$ cat src/rtl/mexp_pkg.sv
// package for the modular exponentiation core: data width, word type and
// the request / response structs of the shared modular multiplier
// no dependencies
`default_nettype none

package mexp_pkg;

    localparam int unsigned DATA_WIDTH = 32;
    localparam int unsigned CNT_W      = $clog2(DATA_WIDTH + 1);

    typedef logic [DATA_WIDTH-1:0] word_t;
    typedef logic [CNT_W-1:0]      cnt_t;

    // start pulse and operands towards the multiplier
    typedef struct packed {
        logic  start;
        word_t a;
        word_t b;
        word_t m;
    } mm_req_t;

    // completion pulse and reduced product back from the multiplier
    typedef struct packed {
        logic  done;
        word_t prod;
    } mm_rsp_t;

endpackage

`default_nettype wire

$ cat src/rtl/mexp_modmul.sv
// shift-and-add modular multiplier, one bit of b per cycle, msb first
// computes a * b mod m for a < m, m nonzero, any b; depends on mexp_pkg
`default_nettype none

module mexp_modmul (
    input  wire              clk,
    input  wire              rst_n,
    input  mexp_pkg::mm_req_t req,
    output mexp_pkg::mm_rsp_t rsp
);

    mexp_pkg::word_t acc_reg, acc_next;
    mexp_pkg::word_t a_reg;
    mexp_pkg::word_t b_reg;
    mexp_pkg::word_t m_reg;
    mexp_pkg::cnt_t  cnt_reg;
    logic            busy_reg;
    logic            done_reg;

    logic [mexp_pkg::DATA_WIDTH:0] dbl;
    logic [mexp_pkg::DATA_WIDTH:0] dbl_r;
    logic [mexp_pkg::DATA_WIDTH:0] sum;
    logic [mexp_pkg::DATA_WIDTH:0] sum_r;
    logic [mexp_pkg::DATA_WIDTH:0] m_ext;

    // double and reduce, then add a and reduce again when the top bit of b is set
    always_comb
    begin
        m_ext = {1'b0, m_reg};
        dbl   = {acc_reg, 1'b0};
        dbl_r = (dbl >= m_ext) ? (dbl - m_ext) : dbl;
        sum   = {1'b0, dbl_r[mexp_pkg::DATA_WIDTH-1:0]} + {1'b0, a_reg};
        sum_r = (sum >= m_ext) ? (sum - m_ext) : sum;
        if (b_reg[mexp_pkg::DATA_WIDTH-1])
        begin
            acc_next = sum_r[mexp_pkg::DATA_WIDTH-1:0];
        end
        else
        begin
            acc_next = dbl_r[mexp_pkg::DATA_WIDTH-1:0];
        end
    end

    always_ff @(posedge clk or negedge rst_n)
    begin
        if (!rst_n)
        begin
            busy_reg <= 1'b0;
            done_reg <= 1'b0;
            cnt_reg  <= '0;
        end
        else
        begin
            done_reg <= 1'b0;
            if (req.start)
            begin
                busy_reg <= 1'b1;
                cnt_reg  <= mexp_pkg::CNT_W'(mexp_pkg::DATA_WIDTH);
            end
            else if (busy_reg)
            begin
                cnt_reg <= cnt_reg - mexp_pkg::CNT_W'(1);
                if (cnt_reg == mexp_pkg::CNT_W'(1))
                begin
                    busy_reg <= 1'b0;
                    done_reg <= 1'b1;
                end
            end
        end
    end

    always_ff @(posedge clk)
    begin
        if (req.start)
        begin
            acc_reg <= '0;
            a_reg   <= req.a;
            b_reg   <= req.b;
            m_reg   <= req.m;
        end
        else if (busy_reg)
        begin
            acc_reg <= acc_next;
            b_reg   <= {b_reg[mexp_pkg::DATA_WIDTH-2:0], 1'b0};
        end
    end

    assign rsp.done = done_reg;
    assign rsp.prod = acc_reg;

endmodule

`default_nettype wire

$ cat src/rtl/modular_exponentiation_core.sv
// top level of the modular exponentiation core: sequencer, operand
// registers and output register around the shared multiplier
// depends on mexp_pkg and mexp_modmul
//
//  channel | direction | handshake          | payload
//  --------+-----------+--------------------+---------------------------------------
//  in      | sink      | in_valid/in_ready  | base_value, exponent_value, modulus_value
//  out     | source    | out_valid/out_ready| power_result, modulus_error
//
// one transfer in at a time; in_ready is high only while the sequencer idles
// every modular product runs on the one shared shift-and-add multiplier,
// and the item runs one reduction of the base, one product per set
// exponent bit and one square per exponent bit below the top set bit,
// plus a pass through the decision state S_STEP for each of those bits
// special cases (zero modulus, zero base, zero exponent) skip the multiplier
// a stalled output register holds its transfer; the sequencer waits for it
// asynchronous active-low reset clears the sequencer and the output valid
`default_nettype none

module modular_exponentiation_core (
    input  wire                     clk,
    input  wire                     rst_n,
    input  wire                     in_valid,
    output logic                    in_ready,
    input  wire  [mexp_pkg::DATA_WIDTH-1:0] base_value,
    input  wire  [mexp_pkg::DATA_WIDTH-1:0] exponent_value,
    input  wire  [mexp_pkg::DATA_WIDTH-1:0] modulus_value,
    output logic                    out_valid,
    input  wire                     out_ready,
    output logic [mexp_pkg::DATA_WIDTH-1:0] power_result,
    output logic                    modulus_error
);

    // sequencer codes
    localparam logic [2:0] S_IDLE = 3'd0;  // waiting for an input transfer
    localparam logic [2:0] S_RED  = 3'd1;  // reducing the base modulo m
    localparam logic [2:0] S_STEP = 3'd2;  // looking at the low exponent bit
    localparam logic [2:0] S_MUL  = 3'd3;  // acc = acc * sq mod m
    localparam logic [2:0] S_SQR  = 3'd4;  // sq = sq * sq mod m
    localparam logic [2:0] S_OUT  = 3'd5;  // handing the result over

    logic [2:0] state_reg, state_next;

    mexp_pkg::word_t exp_reg, exp_next;
    mexp_pkg::word_t acc_reg, acc_next;
    mexp_pkg::word_t sq_reg,  sq_next;
    mexp_pkg::word_t m_reg,   m_next;
    logic            err_reg, err_next;

    mexp_pkg::word_t res_reg;
    logic            res_err_reg;
    logic            out_valid_reg;

    mexp_pkg::mm_req_t mm_req;
    mexp_pkg::mm_rsp_t mm_rsp;

    logic accept;
    logic out_free;
    logic exp_rest_zero;

    assign accept        = in_valid && (state_reg == S_IDLE);
    assign out_free      = !out_valid_reg || out_ready;
    // nothing left above the current bit, so no further square is needed
    assign exp_rest_zero = (exp_reg[mexp_pkg::DATA_WIDTH-1:1] == '0);

    mexp_modmul u_modmul (
        .clk   (clk),
        .rst_n (rst_n),
        .req   (mm_req),
        .rsp   (mm_rsp)
    );

    // sequencer: decides the next product and routes operands to the unit
    always_comb
    begin
        state_next   = state_reg;
        exp_next     = exp_reg;
        acc_next     = acc_reg;
        sq_next      = sq_reg;
        m_next       = m_reg;
        err_next     = err_reg;
        mm_req.start = 1'b0;
        mm_req.a     = acc_reg;
        mm_req.b     = sq_reg;
        mm_req.m     = m_reg;

        unique case (state_reg)
            S_IDLE:
            begin
                if (accept)
                begin
                    exp_next = exponent_value;
                    m_next   = modulus_value;
                    err_next = 1'b0;
                    if (modulus_value == '0)
                    begin
                        acc_next   = '0;
                        err_next   = 1'b1;
                        state_next = S_OUT;
                    end
                    else if (base_value == '0)
                    begin
                        acc_next   = '0;
                        state_next = S_OUT;
                    end
                    else if (exponent_value == '0)
                    begin
                        // one without reduction, even for a modulus of one
                        acc_next   = mexp_pkg::DATA_WIDTH'(1);
                        state_next = S_OUT;
                    end
                    else
                    begin
                        // acc starts at 1 mod m; base mod m = (1 mod m) * base
                        acc_next     = (modulus_value == mexp_pkg::DATA_WIDTH'(1)) ?
                                       '0 : mexp_pkg::DATA_WIDTH'(1);
                        mm_req.start = 1'b1;
                        mm_req.a     = acc_next;
                        mm_req.b     = base_value;
                        mm_req.m     = modulus_value;
                        state_next   = S_RED;
                    end
                end
            end

            S_RED:
            begin
                if (mm_rsp.done)
                begin
                    sq_next    = mm_rsp.prod;
                    state_next = S_STEP;
                end
            end

            S_STEP:
            begin
                mm_req.start = 1'b1;
                if (exp_reg[0])
                begin
                    mm_req.a   = acc_reg;
                    mm_req.b   = sq_reg;
                    state_next = S_MUL;
                end
                else
                begin
                    mm_req.a   = sq_reg;
                    mm_req.b   = sq_reg;
                    state_next = S_SQR;
                end
            end

            S_MUL:
            begin
                if (mm_rsp.done)
                begin
                    acc_next = mm_rsp.prod;
                    if (exp_rest_zero)
                    begin
                        state_next = S_OUT;
                    end
                    else
                    begin
                        mm_req.start = 1'b1;
                        mm_req.a     = sq_reg;
                        mm_req.b     = sq_reg;
                        state_next   = S_SQR;
                    end
                end
            end

            S_SQR:
            begin
                if (mm_rsp.done)
                begin
                    sq_next    = mm_rsp.prod;
                    exp_next   = {1'b0, exp_reg[mexp_pkg::DATA_WIDTH-1:1]};
                    state_next = S_STEP;
                end
            end

            S_OUT:
            begin
                if (out_free)
                begin
                    state_next = S_IDLE;
                end
            end

            default:
            begin
                state_next = S_IDLE;
            end
        endcase
    end

    always_ff @(posedge clk or negedge rst_n)
    begin
        if (!rst_n)
        begin
            state_reg     <= S_IDLE;
            out_valid_reg <= 1'b0;
        end
        else
        begin
            state_reg <= state_next;
            if ((state_reg == S_OUT) && out_free)
            begin
                out_valid_reg <= 1'b1;
            end
            else if (out_ready)
            begin
                out_valid_reg <= 1'b0;
            end
        end
    end

    // working registers and output payload
    always_ff @(posedge clk)
    begin
        exp_reg <= exp_next;
        acc_reg <= acc_next;
        sq_reg  <= sq_next;
        m_reg   <= m_next;
        err_reg <= err_next;
        if ((state_reg == S_OUT) && out_free)
        begin
            res_reg     <= acc_reg;
            res_err_reg <= err_reg;
        end
    end

    assign in_ready      = (state_reg == S_IDLE);
    assign out_valid     = out_valid_reg;
    assign power_result  = res_reg;
    assign modulus_error = res_err_reg;

endmodule

`default_nettype wire

$ cat config.mk
export PLATFORM = sky130hd
export DESIGN_NAME = modular_exponentiation_core
export DESIGN_NICKNAME = d
export VERILOG_FILES = /design/src/rtl/mexp_pkg.sv /design/src/rtl/mexp_modmul.sv /design/src/rtl/modular_exponentiation_core.sv
export SDC_FILE = /design/constraint.sdc
export NUM_CORES = 1
export LEC_CHECK = 0
export CAP_MARGIN = 20
export CORE_MARGIN = 2
export CORE_UTILIZATION = 55
export CTS_CLUSTER_DIAMETER = 60
export CTS_CLUSTER_SIZE = 30
export DETAILED_ROUTE_END_ITERATION = 16
export DONT_BUFFER_PORTS = 1
export PLACE_DENSITY = 0.7
export SYNTH_ARGS = -nofsm -noshare
export SYNTH_HDL_FRONTEND = slang
export SYNTH_SLANG_ARGS = --single-unit
$ cat constraint.sdc
create_clock -name clk -period 11.7 [get_ports clk]
set_clock_uncertainty 0.05 [all_clocks]
set_input_delay 2.34 -clock clk [delete_from_list [all_inputs] [get_ports clk]]
set_output_delay 2.34 -clock clk [all_outputs]
set_load 0.005 [all_outputs]
# == After elaboration in Yosys (flattened, before gate mapping) ==
# Cells that the tools add are included.
# classes
mux,45
n_shift,0
reduce_logical,19
div,0
mul,0
addsub,4
n_eq_ne,12
order_cmp,2
bitwise_logic,0
# ops
operator,count
two-way mux 97 bit,4
two-way mux 32 bit,10
case mux 65 bit (3 select lines),1
two-way mux 65 bit,2
case mux 32 bit (2 select lines),2
zero test 32 bit,3
>= comparator 33 x 32 -> 1 bit,2
two-way mux 64 bit,1
subtractor 32 bit,2
adder 32 x 32 -> 33 bit,1
equality test 32 x 1 -> 1 bit (second input constant),1
zero test 31 bit,1
two-way mux 3 bit,8
case mux 3 bit (5 select lines),1
two-way mux 1 bit,14
two-way mux 6 bit,2
!= test 2 x 1 -> 1 bit (second input constant),4
nonzero test 2 bit,4
equality test 3 x 2 -> 1 bit (second input constant),2
equality test 3 bit (second input constant),2
equality test 6 x 1 -> 1 bit (second input constant),1
AND reduction 3 bit,2
subtractor 6 x 1 -> 6 bit (second input constant),1
AND reduction 2 bit,2
other kinds (8),9
# totals
latchBits,0
ff_bits,302
input_bits,100
romBits,0
n_memories,0
mem_bits_rw,0
out_inout_bits,35
elab_cells,98

# == Logic depth before layout (Yosys ltp) ==
# depth
depth_word,8
mapped_depth,38
depth_no_buf,34

# == By module ==
# Synthesis repeated with hierarchy kept, for this count alone.
# unflattened
hier_cells,1641
hier_area_um2,18396.4
# by_module_without_submodules
module,instances,seq_area_each_um2,area_per_inst_um2,cells_each
mexp_modmul,1,3723.6,10895.4,1193
modular_exponentiation_core,1,4964.8,7500.9,448

# == Worst setup path before layout ==
# Ideal clock, no wire load.
# synth_timing
path_kind,reg-to-reg
start,reg u_modmul.m_reg[12]
end,reg u_modmul.acc_reg[29]
slack_ns,4.760
required_ns,11.516
n_path_buf,4
arrival_time_ns,6.756
setup_ns,0.134
path_stages_with_launch,36
synth_period_minus_slack_ns,6.940
cell_sequence,edfxtp_1 -> inv_1 -> ha_1 -> buf_2 -> a21oi_1 -> o211ai_1 -> o2111ai_1 -> or4b_1 -> nand2_1 -> o21ai_2 -> nand4_4 -> nand2_2 -> buf_2 -> mux2_2 -> ha_1 -> a21o_2 -> or3_1 -> o22a_1 -> a21o_1 -> a21o_1 -> a21o_1 -> a21oi_1 -> xnor2_1 -> ha_1 -> a31oi_1 -> and2_1 -> a2bb2oi_1 -> nand4b_1 -> o21ai_0 -> nand4_1 -> a21o_1 -> o21bai_2 -> buf_2 -> buf_2 -> a211oi_1 -> o32ai_1
# synth_via
elab_chain_cells,6
# synth_lines
item,line_no,source
start: declaration,mexp_modmul.sv:15,mexp_pkg::word_t m_reg;
start signal: assignment,mexp_modmul.sv:79,m_reg <= req.m;
subtractor 32 bit or >= comparator 33 x 32 -> 1 bit (tied branches),mexp_modmul.sv:31,dbl_r = (dbl >= m_ext) ? (dbl - m_ext) : dbl;
two-way mux 32 bit,mexp_modmul.sv:31,
adder 32 x 32 -> 33 bit,mexp_modmul.sv:32,"sum = {1'b0, dbl_r[mexp_pkg::DATA_WIDTH-1:0]} + {1'b0, a_reg};"
subtractor 32 bit or >= comparator 33 x 32 -> 1 bit (tied branches),mexp_modmul.sv:33,sum_r = (sum >= m_ext) ? (sum - m_ext) : sum;
two-way mux 32 bit,mexp_modmul.sv:33,
two-way mux 32 bit (*),mexp_modmul.sv:34,if (b_reg[mexp_pkg::DATA_WIDTH-1])
end signal: assignment,mexp_modmul.sv:83,acc_reg <= acc_next;
end: declaration,mexp_modmul.sv:12,"mexp_pkg::word_t acc_reg, acc_next;"
# Mark *: on every way between the ends. The rest lies on a longest branch, timed or not.
# A chain may end at the register's enable or synchronous reset.

# == Final worst setup path ==
# layout_timing
start,reg u_modmul.acc_reg[11]
end,reg u_modmul.acc_reg[5]
# layout_via
elab_chain_cells,6
# layout_lines
item,line_no
>= comparator 33 x 32 -> 1 bit or subtractor 32 bit (tied branches),mexp_modmul.sv:31
two-way mux 32 bit (*),mexp_modmul.sv:31
adder 32 x 32 -> 33 bit,mexp_modmul.sv:32
subtractor 32 bit or >= comparator 33 x 32 -> 1 bit (tied branches),mexp_modmul.sv:33
two-way mux 32 bit,mexp_modmul.sv:33
two-way mux 32 bit (*),mexp_modmul.sv:34
# Marked as above.

==> results.sh <==
export IMPL_postSynth_asyncResetShare_pct=3.974
export IMPL_synth_cell_types=93
export IMPL_via_count=13190
export IMPL_syn_area_per_cell_um2=10.76
export IMPL_antenna_found_initial=0
export IMPL_setup_violations=0
export IMPL_worstPathRequired_ns=12.06
export IMPL_final_common_cell="edfxtp_1"
export IMPL_hold_violations=0
export IMPL_final_cell_mix="edfxtp_1, nand2_1, a21oi_1"
export IMPL_ys_flop_type="edfxtp_1"
export IMPL_gp_congestion=0.9900
export IMPL_num_antenna_cells=0
export IMPL_synth_edff_count=258
export IMPL_hold_end="modulus_error$_DFFE_PP_"
export IMPL_slowest_stage="o21ba_1"
export IMPL_whs_path_depth=0
export IMPL_grt_pass1_vias=12610
export IMPL_wl_per_cell_um=23.83
export IMPL_dr_pass1_iters=5
export IMPL_synthesis_nets=1838
export IMPL_synth_top_cell_by_area="edfxtp_1"
export IMPL_crit_type="register to register"
export IMPL_via_per_inst=6.477
export IMPL_slew_viol_final=0
export IMPL_io_pins=135
export IMPL_crit_path_start_kind="register"
export IMPL_syn_to_final_growth_pct=7.179
export IMPL_ys_top_cells_by_area="edfxtp_1, ha_1, mux2_2, a21oi_1, dfxtp_1"
export IMPL_slew_headroom_pct=27.38
export IMPL_rr_worst_depth=31
export IMPL_holdBufCountCts=0
export IMPL_r2r_start="u_modmul.acc_reg[11]$_SDFFE_PP0P_"
export IMPL_port_buffers=0
export IMPL_cp_max_fo=23
export IMPL_dieArea_um2=33490
export IMPL_min_period_over_period_pct=78.30
export IMPL_start_util_pct=55.84
export IMPL_wirelength_um=48530
export IMPL_yosys_register_bits=302
export IMPL_min_period_ns=9.162
export IMPL_clockRootBuffer="clkbuf_16"
export IMPL_min_path_type="register to register"
export IMPL_die_h_um=183.0
export IMPL_clk_latency_ns=0.56
export IMPL_cts_buffer_depth=3
export IMPL_setup_tns_final_ns=0
export IMPL_grt_max_degree=67
export IMPL_ys_seq_area_share_pct=49.30
export IMPL_antenna_left=0
export IMPL_cts_inserted_buffers=25
export IMPL_dp_hpwl_um=35890
export IMPL_reg2reg_slack_ns=2.54
export IMPL_grt_usage_pct=28.88
export IMPL_status="complete, no violations"
export IMPL_grt_overflow_total=0
export IMPL_yosysWarningCount=0
export IMPL_grt_setup_unrepaired="no"
export IMPL_die_w_um=183.0
export IMPL_cts_tree="done"
export IMPL_synth_top_cell_area_share_pct=43.96
export IMPL_r2r_end="u_modmul.acc_reg[5]$_SDFFE_PP0P_"
export IMPL_min_from="err_reg$_DFFE_PP_"
export IMPL_tightest_slew_ns=1.089
export IMPL_critPathMaxStageDelay_ns=0.81
export IMPL_layout_drive_gt1_share_pct=10.70
export IMPL_htreeDepth=1
export IMPL_arrival_ns=9.52
export IMPL_rows=65
export IMPL_post_cts_buffers=0
export IMPL_cp_end_kind="register"
export IMPL_n_fill_cell=2579
export IMPL_max_freq_mhz=109.2
export IMPL_drcViolationCount=0
export IMPL_post_cts_resized=0
export IMPL_grt_pass1_wl_um=73590
export IMPL_cts_sinks=302
export IMPL_core_area_um2=31560
export IMPL_fin_nets=1818
export IMPL_cap_violations=0
export IMPL_syn_area_um2=17620
export IMPL_netlist_instances=1637
export IMPL_drt_iter0_drc=1284
export IMPL_clkTransAtPathRegs_ns=0.09
logic make-up (layout without fill, tap and decap cells):
family	Yosys count	after routing	synth area share, %
DFF	302	302	49.30
AOI/OAI and AO/OA	473	473	17.96
and+or+nand+nor	460	460	12.70
xor gates and xnor gates	83	83	4.125
adders and majority gates	101	101	7.299
buffers and inverters	136	134	3.422
muxes	82	82	5.197
worst max path at each step:
stage	from	end	slack (ns)	depth (start not counted)
2_1_floorplan	u_modmul.m_reg[12]$_DFFE_PP_	u_modmul.acc_reg[29]$_SDFFE_PP0P_	4.76	35
3_3_place_gp	u_modmul.m_reg[12]$_DFFE_PP_	u_modmul.acc_reg[3]$_SDFFE_PP0P_	2.88	32
3_5_place_dp	u_modmul.acc_reg[11]$_SDFFE_PP0P_	u_modmul.acc_reg[5]$_SDFFE_PP0P_	2.86	31
4_1_cts	u_modmul.m_reg[12]$_DFFE_PP_	u_modmul.acc_reg[5]$_SDFFE_PP0P_	2.77	32
5_1_grt	u_modmul.acc_reg[15]$_SDFFE_PP0P_	u_modmul.acc_reg[5]$_SDFFE_PP0P_	2.12	31
6_report	u_modmul.acc_reg[11]$_SDFFE_PP0P_	u_modmul.acc_reg[5]$_SDFFE_PP0P_	2.54	31
area by class of cell:
class	count	area, µm²	share of cell area [%]
Timing Repair Buffer	18	135.1	0.7155
Multi-Input combinational cell	1199	8371	44.32
Sequential cell	302	8688	46.00
Tap cell	402	503.0	2.663
Inverter	71	269.0	1.424
Clock buffer	25	625.6	3.312
Clock inverter	20	295.3	1.563
Yosys cell counts, drive strengths merged (6+ instances only):
master,n
edfxtp,258
nand2,139
a21oi,131
nor2,120
ha,98
o21ai,95
mux2,76
inv,71
a21o,52
xnor2,50
clkbuf,49
and3,38
nor4,36
xor2,33
dfxtp,32
a22o,31
a211oi,25
nand3,23
nand4,22
nor3,18
buf,16
o21bai,16
a31oi,15
o21a,15
nand2b,14
o211ai,13
dfrtp,12
nor2b,12
a221o,9
o31ai,9
and2,8
a21boi,7
a22oi,7
o32ai,7
mux2i,6
o221ai,6
routing by layer:
metal / share of wire, % / global-route usage [%] / up-vias
met5: 0 / 0 / -
met4: 2.2 / 6.464 / 0
met3: 9.7 / 5.719 / 59
met2: 43 / 43.48 / 630
met1: 45 / 43.29 / 6333
li1: - / - / 6171
critical path: cells and delay by family, from the launching register on:
family	cells	cell delay, ns
muxes	1	0.57
and+or+nand+nor	8	2.10
buffers and inverters	1	0.10
xor gates and xnor gates	1	0.23
AOI/OAI and AO/OA	17	4.51
adders and majority gates	3	1.05
DFF	1	0.38
stage by stage:
| stage | hold WS [ns] | utilization, % | instances | setup slack [ns] | instance area, µm² |
|---|---|---|---|---|---|
| global placement | 0.3549 | 56.94 | 1992 | 2.881 | 17970 |
| global route | 0.3938 | 59.85 | 2037 | 2.115 | 18890 |
| finish | 0.3696 | 59.85 | 2037 | 2.538 | 18890 |
| floorplan | 0.3503 | - | 1637 | 4.760 | 17620 |
| CTS | 0.3744 | 59.85 | 2037 | 2.768 | 18890 |
| detailed placement | 0.3667 | 56.94 | 1992 | 2.860 | 17970 |
Power is not shown: default switching activity piles up to over one toggle a cycle in this logic, so the estimate is an artifact.
